File: config.mk
export PLATFORM = sky130hd
export DESIGN_NAME = alsu_rf
export DESIGN_NICKNAME = d
export VERILOG_FILES = /design/src/hdl/alsu_pkg.sv /design/src/hdl/alsu_rf.sv
export SDC_FILE = /design/constraint.sdc
export NUM_CORES = 2
export LEC_CHECK = 0
export BUFFER_PORTS_ARGS = -buffer_cell sky130_fd_sc_hd__buf_2
export CAP_MARGIN = 0
export CORE_ASPECT_RATIO = 1.4
export CORE_MARGIN = 2
export CORE_UTILIZATION = 60
export CTS_BUF_LIST = sky130_fd_sc_hd__clkbuf_4
export DETAILED_ROUTE_END_ITERATION = 12
export PLACE_DENSITY = 0.75
export SLEW_MARGIN = 0
export SYNTH_ARGS = -nofsm -noshare
export SYNTH_HDL_FRONTEND = slang
export SYNTH_SLANG_ARGS = --single-unit
File: constraint.sdc
create_clock -name clk -period 12.3 [get_ports clk]
set_clock_uncertainty 0.2 [all_clocks]
set_input_delay 1.23 -clock clk [delete_from_list [all_inputs] [get_ports clk]]
set_output_delay 1.23 -clock clk [all_outputs]
set_load 0.01 [all_outputs]
File: src/hdl/alsu_pkg.sv
// ---------------------------------------------------------------------------
// alsu_pkg: shared types and constants of the unscaled load/store unit
// Operation codes, register map, reset values and the data memory command.
// ---------------------------------------------------------------------------
package alsu_pkg;

  // default size of the data memory window in bytes
  localparam int unsigned MEM_BYTES_DEF = 4096;

  // register file geometry
  localparam int unsigned RF_DEPTH = 32;
  localparam int unsigned RF_AW    = 5;

  // configuration port
  localparam int unsigned APB_AW        = 4;
  localparam logic        REG_DATA_BASE = 1'b0;  // word select paddr[3]
  localparam logic [63:0] DATA_BASE_RST = 64'h0000_0000_1000_0000;

  // program counter advance per completed access
  localparam logic [63:0] PC_STEP = 64'd4;

  // operation codes; code 7 is unused
  typedef enum logic [2:0] {
    FN_STUR    = 3'd0,
    FN_STURB   = 3'd1,
    FN_STURH   = 3'd2,
    FN_LDUR    = 3'd3,
    FN_LDURB   = 3'd4,
    FN_LDURH   = 3'd5,
    FN_PRELOAD = 3'd6
  } func_t;

  // command from the address stage to the data memory
  typedef struct packed {
    logic       en;    // access this cycle
    logic       wr;    // store, else load
    logic [3:0] size;  // bytes accessed: 1, 2 or 8
  } dmem_cmd_t;

  // bytes touched by a load or store
  function automatic logic [3:0] access_size(logic [2:0] f);
    logic [3:0] sz;
    case (f)
      FN_STUR,  FN_LDUR:  sz = 4'd8;
      FN_STURB, FN_LDURB: sz = 4'd1;
      default:            sz = 4'd2;
    endcase
    return sz;
  endfunction

  // load or store (not preload, not the unused code)
  function automatic logic is_mem(logic [2:0] f);
    return f <= FN_LDURH;
  endfunction

  function automatic logic is_load(logic [2:0] f);
    return (f == FN_LDUR) || (f == FN_LDURB) || (f == FN_LDURH);
  endfunction

endpackage

File: src/hdl/alsu_rf.sv
// ---------------------------------------------------------------------------
// alsu_rf: 32 x 64 register file
// Two registered read ports, one write port. Valid bits make unwritten
// entries read as zero after reset; a write and a read of the same entry
// at one edge forward the new value.
// ---------------------------------------------------------------------------
module alsu_rf (
  input  logic                       clk,
  input  logic                       rst,
  input  logic                       rd_en,
  input  logic [alsu_pkg::RF_AW-1:0] rd_addr_a,
  input  logic [alsu_pkg::RF_AW-1:0] rd_addr_b,
  output logic [63:0]                rd_data_a,
  output logic [63:0]                rd_data_b,
  input  logic                       wr_en,
  input  logic [alsu_pkg::RF_AW-1:0] wr_addr,
  input  logic [63:0]                wr_data
);

  logic [63:0]                    rf_mem [alsu_pkg::RF_DEPTH];
  logic [alsu_pkg::RF_DEPTH-1:0]  vld;
  logic [63:0]                    mem_a;
  logic [63:0]                    mem_b;
  logic                           hit_a;
  logic                           hit_b;
  logic                           byp_a;
  logic                           byp_b;
  logic [63:0]                    byp_data;

  // storage
  always_ff @(posedge clk) begin
    if (wr_en) begin
      rf_mem[wr_addr] <= wr_data;
    end
  end

  // written-entry flags
  always_ff @(posedge clk) begin
    if (rst) begin
      vld <= '0;
    end else if (wr_en) begin
      vld[wr_addr] <= 1'b1;
    end
  end

  // registered reads with same-edge write forwarding
  always_ff @(posedge clk) begin
    if (rd_en) begin
      mem_a    <= rf_mem[rd_addr_a];
      mem_b    <= rf_mem[rd_addr_b];
      hit_a    <= vld[rd_addr_a];
      hit_b    <= vld[rd_addr_b];
      byp_a    <= wr_en && (wr_addr == rd_addr_a);
      byp_b    <= wr_en && (wr_addr == rd_addr_b);
      byp_data <= wr_data;
    end
  end

  assign rd_data_a = byp_a ? byp_data : (hit_a ? mem_a : '0);
  assign rd_data_b = byp_b ? byp_data : (hit_b ? mem_b : '0);

endmodule

==> out/qor.yml <==
cts_resized: 0
initial_core_util_pct: 60.5
cp.required_ns: 10.87
crit_path_cell_trace: "buf_4 -> nor2b_4 -> buf_4 -> buf_4 -> a22o_1 -> buf_2"
netlist_area_sq_um: 103000
max_freq_mhz: 171
path_delay_family: "buffers and inverters"
std_cell_rows: 179
cts_tree: "built"
rsz0062_at_grt: "false"
multi_input_area_sq_um: 33100
vias: 59100
portBuffers: 210
drive_gt1_share_pct: 41.2
final_common_cell: "edfxtp_1"
ios: 211
postSynthCellCount: 4817
max_stage_delay_ns: 0.80
setup_ws_ns: 6.46
setup.worst_path.end_class: "output port"
via_per_inst: 7.40
final_cell_mix: "2244 x edfxtp_1, 1059 x mux4_2, 782 x clkbuf_4"
fin_crit_sh_pct: 47.5
layout.nets: 5423
drt-pass1-iter-count: 6
startpoint: "byp_a"
core_area_sq_um: 170000
antenna_found_initial: 18
slew_viol_final: 0
pre_cts_slack_ns: 7.06
setup_viol: 0
grt_max_degree: 118
synthToLayoutAreaGrowth_pct: 9.81
cts_setup_buffers: 0
synth_edf_count: 2244
synth_nets: 4900
die_x_um: 354
cp_num_buf_inv: 4
detail-route-antenna-nets: 0
path_common_cell: "buf_4"
setup_tns_ns: 0
clock-sinks: 2276
cts_root_buffer: "clkbuf_4"
ys_warn_count: 0
insertion_delay_ns: 1.38
gp_congestion: 0.835
p_leak_nw: 36.9
worst_pin_slew_ns: 1.34
ir_drop_mv: 0.124
synth_top_flop_cell: "edfxtp_1"
power.density_nw_per_um2: 143
slew_headroom_pct: 10.9
min_period_ns: 5.84
htree_levels: 6
synth_cell_types: 42
grt_pass1_vias: 60200
grt_pass1_wl_mm: 426
die-area_sq_um: 175000
synth_seq_cells: 2276
async_flop_share_pct: 0
track_usage_pct: 34.7
post-dp-hpwl_mm: 165
syn_area_per_cell_sq_um: 21.3
finalHoldViolations: 0
routedWlPerCell_um: 37.6
die_h_um: 494
path_clk_slew_ns: 0.06
reg2reg_from: "rf_mem[7][33]"
slowest_stage: "buf_4"
maxCapViolations: 0
drt-total-wl_mm: 300
worstHoldStart: "wr_data[27]"
cp-start-kind: "register"
overflow: 0
outcome: "complete, no violations"
seq_area_sq_um: 68000
arrival_ns: 4.41
crit_fanout: 39
critical_path_class: "reg2out"
cts_buffers: 559
holdBufCountCts: 1
yosysSeqAreaShare_pct: 66.2
hold_class: "in2reg"
drc: 0
reg2reg_slack_ns: 10.10
max-clock-path-buffers: 4
fillers: 11100
drt_iter0_markers: 8685
worst reg2reg max path: stages, from the launching register on:
cell and delay (ns):
edfxtp_1 0.38, mux4_2 0.48, mux2_2 0.28, o22ai_1 0.46
a221oi_1 0.12
layer usage:
| layer | vias to the layer above | wire (um) | track usage, % |
|---|---|---|---|
| li1 | 22600 | - | - |
| met5 | - | 66 | 0 |
| met3 | 862 | 34700 | 6.91 |
| met2 | 4549 | 149000 | 56.0 |
| met4 | 10 | 16000 | 17.6 |
| met1 | 31100 | 101000 | 45.7 |
through the flow:
stage	instance area (sq um)	power, mW	utilization, %	hold slack (ns)	std cells
floorplan	103000	9.77	-	0.252	4817
global placement	106000	10.3	62.5	0.266	7040
detailed placement	106000	10.3	62.5	0.283	7040
CTS	113000	16.2	66.4	0.00813	7981
global route	113000	16.6	66.4	0.108	7984
finish	113000	16.1	66.4	0.148	7988
cell families (layout without fill, tap and decap cells):
kind of cell	after synthesis	count (layout)	share of synthesized area (%)
mux	1480	1480	27.4
simple gates	256	256	1.10
other cells	0	7	0
flops	2276	2276	66.2
xor+xnor	10	10	0.0852
compound gates	408	408	3.29
buf+inv	387	1289	1.98
sequential cells by signal (all words and copies together), names as in the netlist:
register  flops
byp_a         1
hit_b         1
hit_a         1
vld          32
mem_a        64
rf_mem     2048
mem_b        64
byp_data     64
byp_b         1
report_power, final:
group	leakage (nW)	switching [mW]	internal, mW
combinational	12.3	0.800	0.577
sequential	20.6	0.0748	8.68
clock	3.99	2.97	3.01
total	36.9	3.85	12.3
worst paths after layout:
kind / to / depth (start not counted)
worst max-delay path: rd_data_a[23] / 6
worst min-delay path: rf_mem[17][27] / 1
worst max register to register: mem_a[33] / 4
worst min register to register: vld[31] / 2
cell type report:
class | instances | area share, %
well taps | 2262 | 2.51
clock inverters | 158 | 0.647
flip-flops and latches | 2276 | 60.2
repair buffers | 348 | 2.05
diodes | 7 | 0.0155
inverters | 1 | 0.00997
clock buffers | 782 | 5.20
multi-input cells | 2154 | 29.3
synth_stat cells, types with 26 or more instances:
library cell     n  area (sq um)
dfxtp_1         32           641
mux2i_1        347          3470
clkbuf_1       135           507
nor2_1         106           398
a22o_1         146          1280
buf_2          123           616
mux2_2          74           833
nand2_1         85           319
a32o_1          35           350
a221oi_1        87           762
buf_1           33           124
o21a_1          26           195
o22ai_1         59           369
mux4_2        1059         23900
buf_4           75           563
edfxtp_1      2244         67400
Power figures use the tool's default switching activity.
